$ cat config.mk
export PLATFORM = sky130hd
export DESIGN_NAME = three_term_recurrence_checksum
export DESIGN_NICKNAME = d
export VERILOG_FILES = /design/src/hdl/ttrc_pkg.sv /design/src/hdl/ttrc_in_stage.sv /design/src/hdl/ttrc_step.sv /design/src/hdl/three_term_recurrence_checksum.sv
export VERILOG_INCLUDE_DIRS = /design/src /design/src/hdl
export SDC_FILE = /design/constraint.sdc
export NUM_CORES = 1
export LEC_CHECK = 0
export BUFFER_PORTS_ARGS = -buffer_cell sky130_fd_sc_hd__buf_2
export CAP_MARGIN = 5
export CORE_MARGIN = 1
export CORE_UTILIZATION = 59
export CTS_BUF_LIST = sky130_fd_sc_hd__clkbuf_16
export DETAILED_ROUTE_END_ITERATION = 8
export GPL_ROUTABILITY_DRIVEN = 1
export PLACE_DENSITY = 0.79
export SETUP_SLACK_MARGIN = 0.02
export SYNTH_ARGS = -nofsm -noshare
export SYNTH_HDL_FRONTEND = slang
export SYNTH_HIERARCHICAL = 1
export SYNTH_SLANG_ARGS = --single-unit
$ cat constraint.sdc
create_clock -name clk_i -period 15 [get_ports clk_i]
set_input_delay 1.5 -clock clk_i [delete_from_list [all_inputs] [get_ports clk_i]]
set_output_delay 1.5 -clock clk_i [all_outputs]
set_load 0.05 [all_outputs]
$ cat src/hdl/three_term_recurrence_checksum_macros.svh
// Assertion helpers used by the checksum RTL.
`ifndef THREE_TERM_RECURRENCE_CHECKSUM_MACROS_SVH
`define THREE_TERM_RECURRENCE_CHECKSUM_MACROS_SVH

// Check a property on every clock edge outside reset.
`define TTRC_ASSERT(lbl, clk, rstn, prop, msg) \
  lbl: assert property (@(posedge clk) disable iff (!rstn) prop) \
    else $error(msg);

// Check a property on every clock edge, reset included.
`define TTRC_ASSERT_ALWAYS(lbl, clk, prop, msg) \
  lbl: assert property (@(posedge clk) prop) \
    else $error(msg);

`endif

$ cat src/hdl/ttrc_pkg.sv
package ttrc_pkg;

  localparam int unsigned ByteW = 8;
  localparam int unsigned TermW = 16;

  localparam logic [TermW-1:0] Modulus     = 16'hFFFF;
  localparam logic [TermW-1:0] TermOne     = 16'd1;
  localparam logic [ByteW-1:0] FirstOffset = 8'd7;
  localparam logic [ByteW-1:0] AlphaStep   = 8'd17;
  localparam logic [ByteW-1:0] BetaStep    = 8'd31;

  // One message byte as held in the input register.
  typedef struct packed {
    logic [ByteW-1:0] data_byte;
    logic             last_byte;
  } item_t;

  // Recurrence state seen by the term logic.
  typedef struct packed {
    logic [ByteW-1:0] idx;
    logic [TermW-1:0] p0;
    logic [TermW-1:0] p1;
  } term_state_t;

endpackage

$ cat src/hdl/ttrc_in_stage.sv
module ttrc_in_stage (
  input  logic           clk_i,
  input  logic           rst_ni,
  input  logic           valid_i,
  output logic           ready_o,
  input  ttrc_pkg::item_t item_i,
  input  logic           take_i,
  output logic           valid_o,
  output ttrc_pkg::item_t item_o
);
  import ttrc_pkg::*;

  logic  valid_q, valid_d;
  item_t item_q;

  // Refill when empty or whenever the held transaction leaves this cycle.
  assign ready_o = !valid_q || take_i;

  always_comb begin
    valid_d = valid_q;
    if (ready_o) begin
      valid_d = valid_i;
    end
  end

  always_ff @(posedge clk_i or negedge rst_ni) begin
    if (!rst_ni) begin
      valid_q <= 1'b0;
    end else begin
      valid_q <= valid_d;
    end
  end

  always_ff @(posedge clk_i) begin
    if (ready_o && valid_i) begin
      item_q <= item_i;
    end
  end

  assign valid_o = valid_q;
  assign item_o  = item_q;

endmodule

$ cat src/hdl/ttrc_step.sv
module ttrc_step (
  input  ttrc_pkg::term_state_t      state_i,
  input  logic [ttrc_pkg::ByteW-1:0] data_byte_i,
  output logic [ttrc_pkg::TermW-1:0] term_o
);
  import ttrc_pkg::*;

  // Bring a value below twice the modulus into range.
  function automatic logic [TermW-1:0] reduce_once(input logic [TermW:0] x);
    logic [TermW:0] y;
    y = x;
    if (x >= {1'b0, Modulus}) begin
      y = x - {1'b0, Modulus};
    end
    return y[TermW-1:0];
  endfunction

  logic [ByteW-1:0] alpha, beta;
  logic [ByteW:0]   factor;
  logic [24:0]      plus;
  logic [23:0]      minus;
  logic             neg;
  logic [24:0]      pos_diff;
  logic [23:0]      neg_diff;
  logic [TermW:0]   pos_fold, neg_fold, wrap;
  logic [TermW-1:0] pos_red, mag_red, neg_red;

  assign alpha  = 8'(state_i.idx * AlphaStep);
  assign beta   = 8'(state_i.idx * BetaStep);
  assign factor = {1'b0, data_byte_i} + {1'b0, alpha};

  assign plus  = {16'b0, factor} * {9'b0, state_i.p1};
  assign minus = {16'b0, beta} * {8'b0, state_i.p0};

  assign neg      = plus < {1'b0, minus};
  assign pos_diff = plus - {1'b0, minus};
  assign neg_diff = minus - plus[23:0];

  // 2^16 is 1 mod 65535: fold the high part onto the low part.
  assign pos_fold = {1'b0, pos_diff[15:0]} + {8'b0, pos_diff[24:16]};
  assign neg_fold = {1'b0, neg_diff[15:0]} + {9'b0, neg_diff[23:16]};
  assign pos_red  = reduce_once(pos_fold);
  assign mag_red  = reduce_once(neg_fold);

  // Negative difference wraps as in 64 bits: (1 - m) mod 65535.
  assign wrap    = 17'h10000 - {1'b0, mag_red};
  assign neg_red = reduce_once(wrap);

  assign term_o = neg ? neg_red : pos_red;

endmodule

$ cat src/hdl/three_term_recurrence_checksum.sv
// Channel   Dir  tdata                     tlast
// s_axis    in   [7:0] data_byte           last_byte
// m_axis    out  [15:0] checksum           -
//
// One byte per cycle sustained; a byte passes the input register, then the
// term logic (two multipliers and an end-around mod 65535 fold) loads the state
// and, on the last byte, the output register. Reset returns to awaiting the
// first byte. A stalled output blocks only a further last byte; other bytes
// keep flowing.
module three_term_recurrence_checksum (
  input  logic        clk_i,
  input  logic        rst_ni,
  input  logic        s_axis_tvalid_i,
  output logic        s_axis_tready_o,
  input  logic [7:0]  s_axis_tdata_i,   // [7:0] data_byte
  input  logic        s_axis_tlast_i,   // last_byte
  output logic        m_axis_tvalid_o,
  input  logic        m_axis_tready_i,
  output logic [15:0] m_axis_tdata_o    // [15:0] checksum
);
  import ttrc_pkg::*;

  item_t            in_item, s1_item;
  logic             s1_valid, fire;
  logic             out_free;
  term_state_t      state;
  logic [TermW-1:0] step_term;

  logic [ByteW-1:0] idx_q, idx_d;
  logic [TermW-1:0] p0_q, p0_d, p1_q, p1_d;
  logic             mid_q, mid_d;
  logic [TermW-1:0] new_term;
  logic             out_valid_q, out_valid_d;
  logic [TermW-1:0] out_data_q;

  assign in_item.data_byte = s_axis_tdata_i;
  assign in_item.last_byte = s_axis_tlast_i;

  assign out_free = !out_valid_q || m_axis_tready_i;
  assign fire     = s1_valid && (!s1_item.last_byte || out_free);

  ttrc_in_stage u_in_stage (
    .clk_i   (clk_i),
    .rst_ni  (rst_ni),
    .valid_i (s_axis_tvalid_i),
    .ready_o (s_axis_tready_o),
    .item_i  (in_item),
    .take_i  (fire),
    .valid_o (s1_valid),
    .item_o  (s1_item)
  );

  assign state.idx = idx_q;
  assign state.p0  = p0_q;
  assign state.p1  = p1_q;

  ttrc_step u_step (
    .state_i     (state),
    .data_byte_i (s1_item.data_byte),
    .term_o      (step_term)
  );

  always_comb begin
    new_term = mid_q ? step_term : {8'b0, s1_item.data_byte} + {8'b0, FirstOffset};
    idx_d    = idx_q;
    p0_d     = p0_q;
    p1_d     = p1_q;
    mid_d    = mid_q;
    if (fire) begin
      if (s1_item.last_byte) begin
        idx_d = '0;
        p0_d  = TermOne;
        p1_d  = TermOne;
        mid_d = 1'b0;
      end else begin
        idx_d = idx_q + 8'd1;
        p0_d  = mid_q ? p1_q : TermOne;
        p1_d  = new_term;
        mid_d = 1'b1;
      end
    end
  end

  always_comb begin
    out_valid_d = out_valid_q;
    if (fire && s1_item.last_byte) begin
      out_valid_d = 1'b1;
    end else if (m_axis_tready_i) begin
      out_valid_d = 1'b0;
    end
  end

  always_ff @(posedge clk_i or negedge rst_ni) begin
    if (!rst_ni) begin
      idx_q       <= '0;
      p0_q        <= TermOne;
      p1_q        <= TermOne;
      mid_q       <= 1'b0;
      out_valid_q <= 1'b0;
    end else begin
      idx_q       <= idx_d;
      p0_q        <= p0_d;
      p1_q        <= p1_d;
      mid_q       <= mid_d;
      out_valid_q <= out_valid_d;
    end
  end

  always_ff @(posedge clk_i) begin
    if (fire && s1_item.last_byte) begin
      out_data_q <= new_term;
    end
  end

  assign m_axis_tvalid_o = out_valid_q;
  assign m_axis_tdata_o  = out_data_q;

`include "three_term_recurrence_checksum_macros.svh"

  `TTRC_ASSERT(a_last_closes_message, clk_i, rst_ni, (fire && s1_item.last_byte) |=> (out_valid_q && !mid_q), "last byte did not load result and clear state")
  `TTRC_ASSERT(a_idle_index_zero, clk_i, rst_ni, !mid_q |-> (idx_q == '0), "byte index nonzero between messages")
  `TTRC_ASSERT_ALWAYS(a_terms_reduced, clk_i, !rst_ni || ((p0_q != Modulus) && (p1_q != Modulus)), "term not reduced")

endmodule

# [Word level (Yosys, flattened, before mapping)]
# Cells that the tools add are included.
[totals] out_inout_bits=18 in_bits=13 regBits=68 word_cells=50
[classes] n_mux=12 order_cmp=4 mul=4 add_sub_neg=11 reduce_logical=10
[op_table] op="$mux W16" count=8
[op_table] op="$ge A17 B16 Y1 const B" count=3
[op_table] op="$sub A16 B16 Y16 const B" count=3
[op_table] op="$lt A25 B24 Y1" count=1
[op_table] op="$mul A9 B16 Y25" count=1
[op_table] op="$sub A25 B24 Y25" count=1
[op_table] op="$mul A8 B16 Y24" count=1
[op_table] op="$sub A24 B24 Y24" count=1
[op_table] op="$add A16 B8 Y17" count=1
[op_table] op="$add A16 B9 Y17" count=1
[op_table] op="$sub A17 B16 Y17 const A" count=1
[op_table] op="$mul A8 B5 Y8 const B" count=2
[op_table] op="$add A8 B3 Y9 const B" count=1
[op_table] op="$add A8 B8 Y9" count=1
[op_table] op="$add A8 B1 Y8 const B" count=1
[op_table] op="$mux W8" count=1
[op_table] op="$logic_and A1 B1 Y1" count=3
[op_table] op="$logic_not A1 Y1" count=3
[op_table] op="$logic_or A1 B1 Y1" count=3
[op_table] op="$mux W1" count=3
[op_table] op="$reduce_bool A2 Y1" count=1

# [Depth between registers and ports, before layout]
[logic_depth] word_depth=13 depth_mapped=68 depth_no_buf=67

# [Cells and area by module]
# Netlist, hierarchy kept.
[by_module_without_submodules] module="ttrc_step" cells_per_inst=1773 seq_area_each_um2=0.0 area_each_um2=14051.0 instances=1
[by_module_without_submodules] module="three_term_recurrence_checksum" cells_per_inst=210 seq_area_each_um2=1534.0 area_each_um2=2488.6 instances=1
[by_module_without_submodules] module="ttrc_in_stage" cells_per_inst=13 seq_area_each_um2=295.3 area_each_um2=324.1 instances=1

# [Worst setup path after synthesis]
# OpenSTA, ideal clock, no wires.
[synth_timing] kind="reg2reg" start="register idx_q[1]" end="register p1_q[1]" arrival_ns=13.992 period_less_slack_ns=14.112 slack_ns=0.888 n_path_buf=2 setup_ns=0.120 required_time_ns=14.880 stages_incl_launch_ff=59 cell_sequence="dfrtp_1 > inv_1 > fa_1 > inv_1 > fa_1 > inv_1 > fa_1 > inv_1 > ha_1 > inv_1 > o21bai_1 > a21oi_1 > xnor2_1 > clkbuf_1 > nand2_1 > fa_1 > fa_1 > fa_1 > [... 23 more ...] > xor2_1 > or3_1 > a2111o_1 > a311oi_2 > nor2_1 > mux2i_1 > ha_1 > nand3_1 > o31ai_2 > xor2_1 > nor4_1 > nand3_2 > nand4b_1 > a21o_1 > and3_1 > inv_1 > mux2i_1 > a31o_2"
[synth_between] elab_chain_len=13 word_cells_on_any_way=23 cone_classes="add/sub: 9; mul: 4; order compare: 4; mux: 6"
[synth_rtl] element="start, declared" line_no="three_term_recurrence_checksum.sv:29" source="logic [ByteW-1:0] idx_q, idx_d;"
[synth_rtl] element="start signal, assigned" line_no="three_term_recurrence_checksum.sv:101" source="idx_q <= idx_d;"
[synth_rtl] element="$mul A8 B5 Y8" line_no="ttrc_step.sv:28" source="assign alpha = 8'(state_i.idx * AlphaStep);"
[synth_rtl] element="$add A8 B8 Y9" line_no="ttrc_step.sv:30" source="assign factor = {1'b0, data_byte_i} + {1'b0, alpha};"
[synth_rtl] element="$mul A9 B16 Y25" line_no="ttrc_step.sv:32" source="assign plus = {16'b0, factor} * {9'b0, state_i.p1};"
[synth_rtl] element="$sub A24 B24 Y24" line_no="ttrc_step.sv:37" source="assign neg_diff = minus - plus[23:0];"
[synth_rtl] element="$add A16 B8 Y17" line_no="ttrc_step.sv:41" source="assign neg_fold = {1'b0, neg_diff[15:0]} + {9'b0, neg_diff[23:16]};"
[synth_rtl] element="$sub A16 B16 Y16 or $ge A17 B16 Y1 (tied branches)" line_no="ttrc_step.sv:13, ttrc_step.sv:12"
[synth_rtl] element="$mux W16" line_no="ttrc_step.sv:12" source="if (x >= {1'b0, Modulus}) begin"
[synth_rtl] element="$sub A17 B16 Y17" line_no="ttrc_step.sv:46" source="assign wrap = 17'h10000 - {1'b0, mag_red};"
[synth_rtl] element="$sub A16 B16 Y16 or $ge A17 B16 Y1 (tied branches)" line_no="ttrc_step.sv:13, ttrc_step.sv:12"
[synth_rtl] element="$mux W16" line_no="ttrc_step.sv:12"
[synth_rtl] element="$mux W16 (*)" line_no="ttrc_step.sv:49" source="assign term_o = neg ? neg_red : pos_red;"
[synth_rtl] element="via step_term[1]" line_no="three_term_recurrence_checksum.sv:27" source="logic [TermW-1:0] step_term;"
[synth_rtl] element="$mux W16 (*)" line_no="three_term_recurrence_checksum.sv:64" source="new_term = mid_q ? step_term : {8'b0, s1_item.data_byte} + {8'b0, FirstOffset};"
[synth_rtl] element="via new_term[1]" line_no="three_term_recurrence_checksum.sv:32" source="logic [TermW-1:0] new_term;"
[synth_rtl] element="$mux W16 (*)" line_no="three_term_recurrence_checksum.sv:70" source="if (s1_item.last_byte) begin"
[synth_rtl] element="end signal, assigned" line_no="three_term_recurrence_checksum.sv:97" source="p1_q <= TermOne;"
[synth_rtl] element="end signal, assigned" line_no="three_term_recurrence_checksum.sv:103" source="p1_q <= p1_d;"
[synth_rtl] element="end, declared" line_no="three_term_recurrence_checksum.sv:30" source="logic [TermW-1:0] p0_q, p0_d, p1_q, p1_d;"
# Mark *: on every way through the listed nets, which the timed path passes. The rest lies on a longest branch.
# A chain may end at the register's enable or synchronous reset.

# [Worst setup path after layout]
[layout_timing] start="register idx_q[2]" end="register p1_q[10]"
[layout_between] elab_chain_len=13 word_cells_on_any_way=23 cone_classes="add/sub: 9; mul: 4; order compare: 4; mux: 6"
[layout_rtl] element="$mul A8 B5 Y8" line_no="ttrc_step.sv:28"
[layout_rtl] element="$add A8 B8 Y9" line_no="ttrc_step.sv:30"
[layout_rtl] element="$mul A9 B16 Y25" line_no="ttrc_step.sv:32"
[layout_rtl] element="$sub A24 B24 Y24" line_no="ttrc_step.sv:37"
[layout_rtl] element="$add A16 B8 Y17" line_no="ttrc_step.sv:41"
[layout_rtl] element="$sub A16 B16 Y16 or $ge A17 B16 Y1 (tied branches)" line_no="ttrc_step.sv:13, ttrc_step.sv:12"
[layout_rtl] element="$mux W16" line_no="ttrc_step.sv:12"
[layout_rtl] element="$sub A17 B16 Y17" line_no="ttrc_step.sv:46"
[layout_rtl] element="$sub A16 B16 Y16 or $ge A17 B16 Y1 (tied branches)" line_no="ttrc_step.sv:13, ttrc_step.sv:12"
[layout_rtl] element="$mux W16" line_no="ttrc_step.sv:12"
[layout_rtl] element="$mux W16 (*)" line_no="ttrc_step.sv:49"
[layout_rtl] element="via step_term[10]" line_no="three_term_recurrence_checksum.sv:27"
[layout_rtl] element="$mux W16 (*)" line_no="three_term_recurrence_checksum.sv:64"
[layout_rtl] element="$mux W16 (*)" line_no="three_term_recurrence_checksum.sv:70"
# Marked as above.

==> impl_metrics.json <==
{
  "clockBufferDepth": 2,
  "post-place-cells": 2373,
  "wirelength_mm": 47.6,
  "synthCells": 1996,
  "slew_headroom_pct": 23.1,
  "remaining_drc_errors": 0,
  "vias_per_cell": 6.10,
  "synth_area_leaders": "fa_1, ha_1, inv_1",
  "synth-simple-area-share_pct": 18.8,
  "grt_usage_pct": 33.1,
  "nFillCells": 2274,
  "core-area_mm2": 0.0279,
  "vias": 14700,
  "synth_edf_count": 25,
  "routedWlPerCell_um": 19.7,
  "synthArstFlopShare_pct": 63.2,
  "grt_pass1_wl_mm": 75.6,
  "ys_seq_area_share_pct": 10.8,
  "cp_data_required_time_ps": 15240,
  "synth-xor-area-share_pct": 7.69,
  "place_area_mm2": 0.0175,
  "antenna_found_initial": 0,
  "setup_violations": 0,
  "die_x_um": 171,
  "clk_pin_slew_ps": 60,
  "dieArea_mm2": 0.0293,
  "grt_overflow": 0,
  "initial_core_util_pct": 60.4,
  "io_buffer_count": 30,
  "root_buffer": "clkbuf_16",
  "worstMarginPinSlew_ps": 1150,
  "drv_slew": 0,
  "layout_min_cycle_time_ps": 14520,
  "synth.most_common_cell": "inv_1",
  "outcome": "completed",
  "synth_top_cell_by_area": "fa_1",
  "drive_gt1_share_pct": 10.7,
  "worstPathArrival_ps": 14760,
  "dpl.hpwl_mm": 37.7,
  "drt_iter0_drc": 1328,
  "synth.top_cell.area_share_pct": 23.6,
  "drv_cap": 0,
  "cts_buffers": 9,
  "synth_area_mm2": 0.0169,
  "num_rows": 61,
  "synth_fa_ha_area_share_pct": 36.9,
  "pin_count": 31,
  "synth-seq-cells": 68,
  "firstDrtPassIters": 7,
  "cts_max_level": 3,
  "fin_skew_ps": 8.00,
  "hold_slack_ps": 570,
  "path_max_fanout": 11,
  "clock_latency_ps": 340,
  "finalHoldViolations": 0,
  "max_freq_mhz": 68.9,
  "synth.cells.most_frequent": "inv_1, nand2_1, fa_1, ha_1, and2_1",
  "grt_max_degree": 49,
  "min_period_over_period_pct": 96.8,
  "cts_sinks": 68,
  "syn_nets": 2387,
  "die_h_um": 171,
  "synth.avg_cell_area_um2": 8.45,
  "cp-start-kind": "flop",
  "synth_top_family_by_area": "adder cells",
  "path_buf_inv": 11,
  "synth_compound_area_share_pct": 15.7,
  "critPathSlowestCell": "fa_1",
  "endpoint_kind": "flop",
  "critPathKind": "flop to flop",
  "place.gp.congestion": 1.04,
  "hold_class": "flop to flop",
  "cts_tree": "yes",
  "ant_nets": 0,
  "grt_pass1_vias": 14700,
  "design_area_mm2": 0.0183,
  "cpPeakStageDelay_ps": 540,
  "crit_family": "adder cells",
  "ys.flop_type": "dfrtp_1",
  "synthMuxAreaShare_pct": 0.675,
  "yosysWarnings": 6,
  "ys_types": 98,
  "antennaDiodeCount": 0,
  "layoutNonFillerInstCount": 2414,
  "final_nets": 2422,
  "syn2layout_area_growth_pct": 8.80
}
## stage by stage
stage / util (%) / setup TNS [ps] / worst slack, ps
after floorplan: - / 0 / 888
after global placement: 62.6 / 0 / 334
after detailed placement: 62.6 / 0 / 6.28
after CTS: 63.6 / 0 / 134
after global routing: 65.7 / -3570 / -228
final: 65.7 / 0 / 478
## area by class of cell
cell class,instances,area (µm²),area share (%)
inverter,325,1220,6.65
tap,378,473,2.58
multi-input combinational,1528,13900,75.5
timing repair buffer,99,676,3.68
clock inverter,7,68.8,0.375
sequential,68,1830,9.99
clock buffer,9,225,1.23
## kinds of logic (layout without fill, tap and decap cells)
group,Yosys count,after routing
AOI/OAI and AO/OA,372,372
xor gates and xnor gates,148,148
adders and majority gates,378,378
buffers and inverters,400,440
DFF,68,68
muxes,11,11
and+or+nand+nor,619,619
## flip-flops by register name, indices dropped and copies added (netlist names)
name	flops
p1_q	16
mid_q	1
m_axis_tdata_o	16
u_in_stage/item_o	9
idx_q	8
u_in_stage/valid_o	1
p0_q	16
m_axis_tvalid_o	1
## per-layer routing
layer  up-vias  GRT usage (%)  part of all wire (%)
met5         -              0                     0
met3       136           5.00                   7.7
met4         0           11.9                   3.6
met1      7287           42.6                    40
li1       6606              -                     -
met2       692           56.1                    48
## timing repair
item / CTS / global route
endpoints found under the setup margin: 6 / 32
pin swaps: 0 / 35
gates resized for setup: 1 / 74
buffers inserted: 0 / 25
hold buffers: 0 / 0
hold endpoints to repair: 0 / 0
## worst min-delay path, delay by kind of cell (launching register included)
kind | cells | cell delay, ps
flops | 1 | 370
simple gates | 1 | 80
xor+xnor | 1 | 80
## path summary, 6_finish.rpt
| check | start | end | slack [ps] | cells past startpoint |
|---|---|---|---|---|
| max | idx_q[2]$_DFFE_PN0P_ | p1_q[10]$_DFFE_PN0P_ | 480 | 59 |
| min | idx_q[7]$_DFFE_PN0P_ | idx_q[7]$_DFFE_PN0P_ | 570 | 2 |
| max reg2reg | idx_q[2]$_DFFE_PN0P_ | p1_q[10]$_DFFE_PN0P_ | 480 | 59 |
| min reg2reg | idx_q[7]$_DFFE_PN0P_ | idx_q[7]$_DFFE_PN0P_ | 570 | 2 |
| max in group asynchronous | rst_ni | idx_q[1]$_DFFE_PN0P_ | 12940 | 1 |
| min in group asynchronous | rst_ni | idx_q[7]$_DFFE_PN0P_ | 1350 | 1 |
## layout by cell type, fill, tap and decap left out, types with 38 or more instances in the layout
cell	count
nand2_1	217
and2_1	153
nor2_1	77
xor2_1	44
dfrtp_1	38
xnor2_1	92
buf_4	67
fa_1	199
a21o_1	38
a21oi_1	84
inv_1	323
ha_1	167
o21ai_0	42
Power is not shown: default switching activity piles up to over one toggle a cycle in this logic, so the estimate is an artifact.
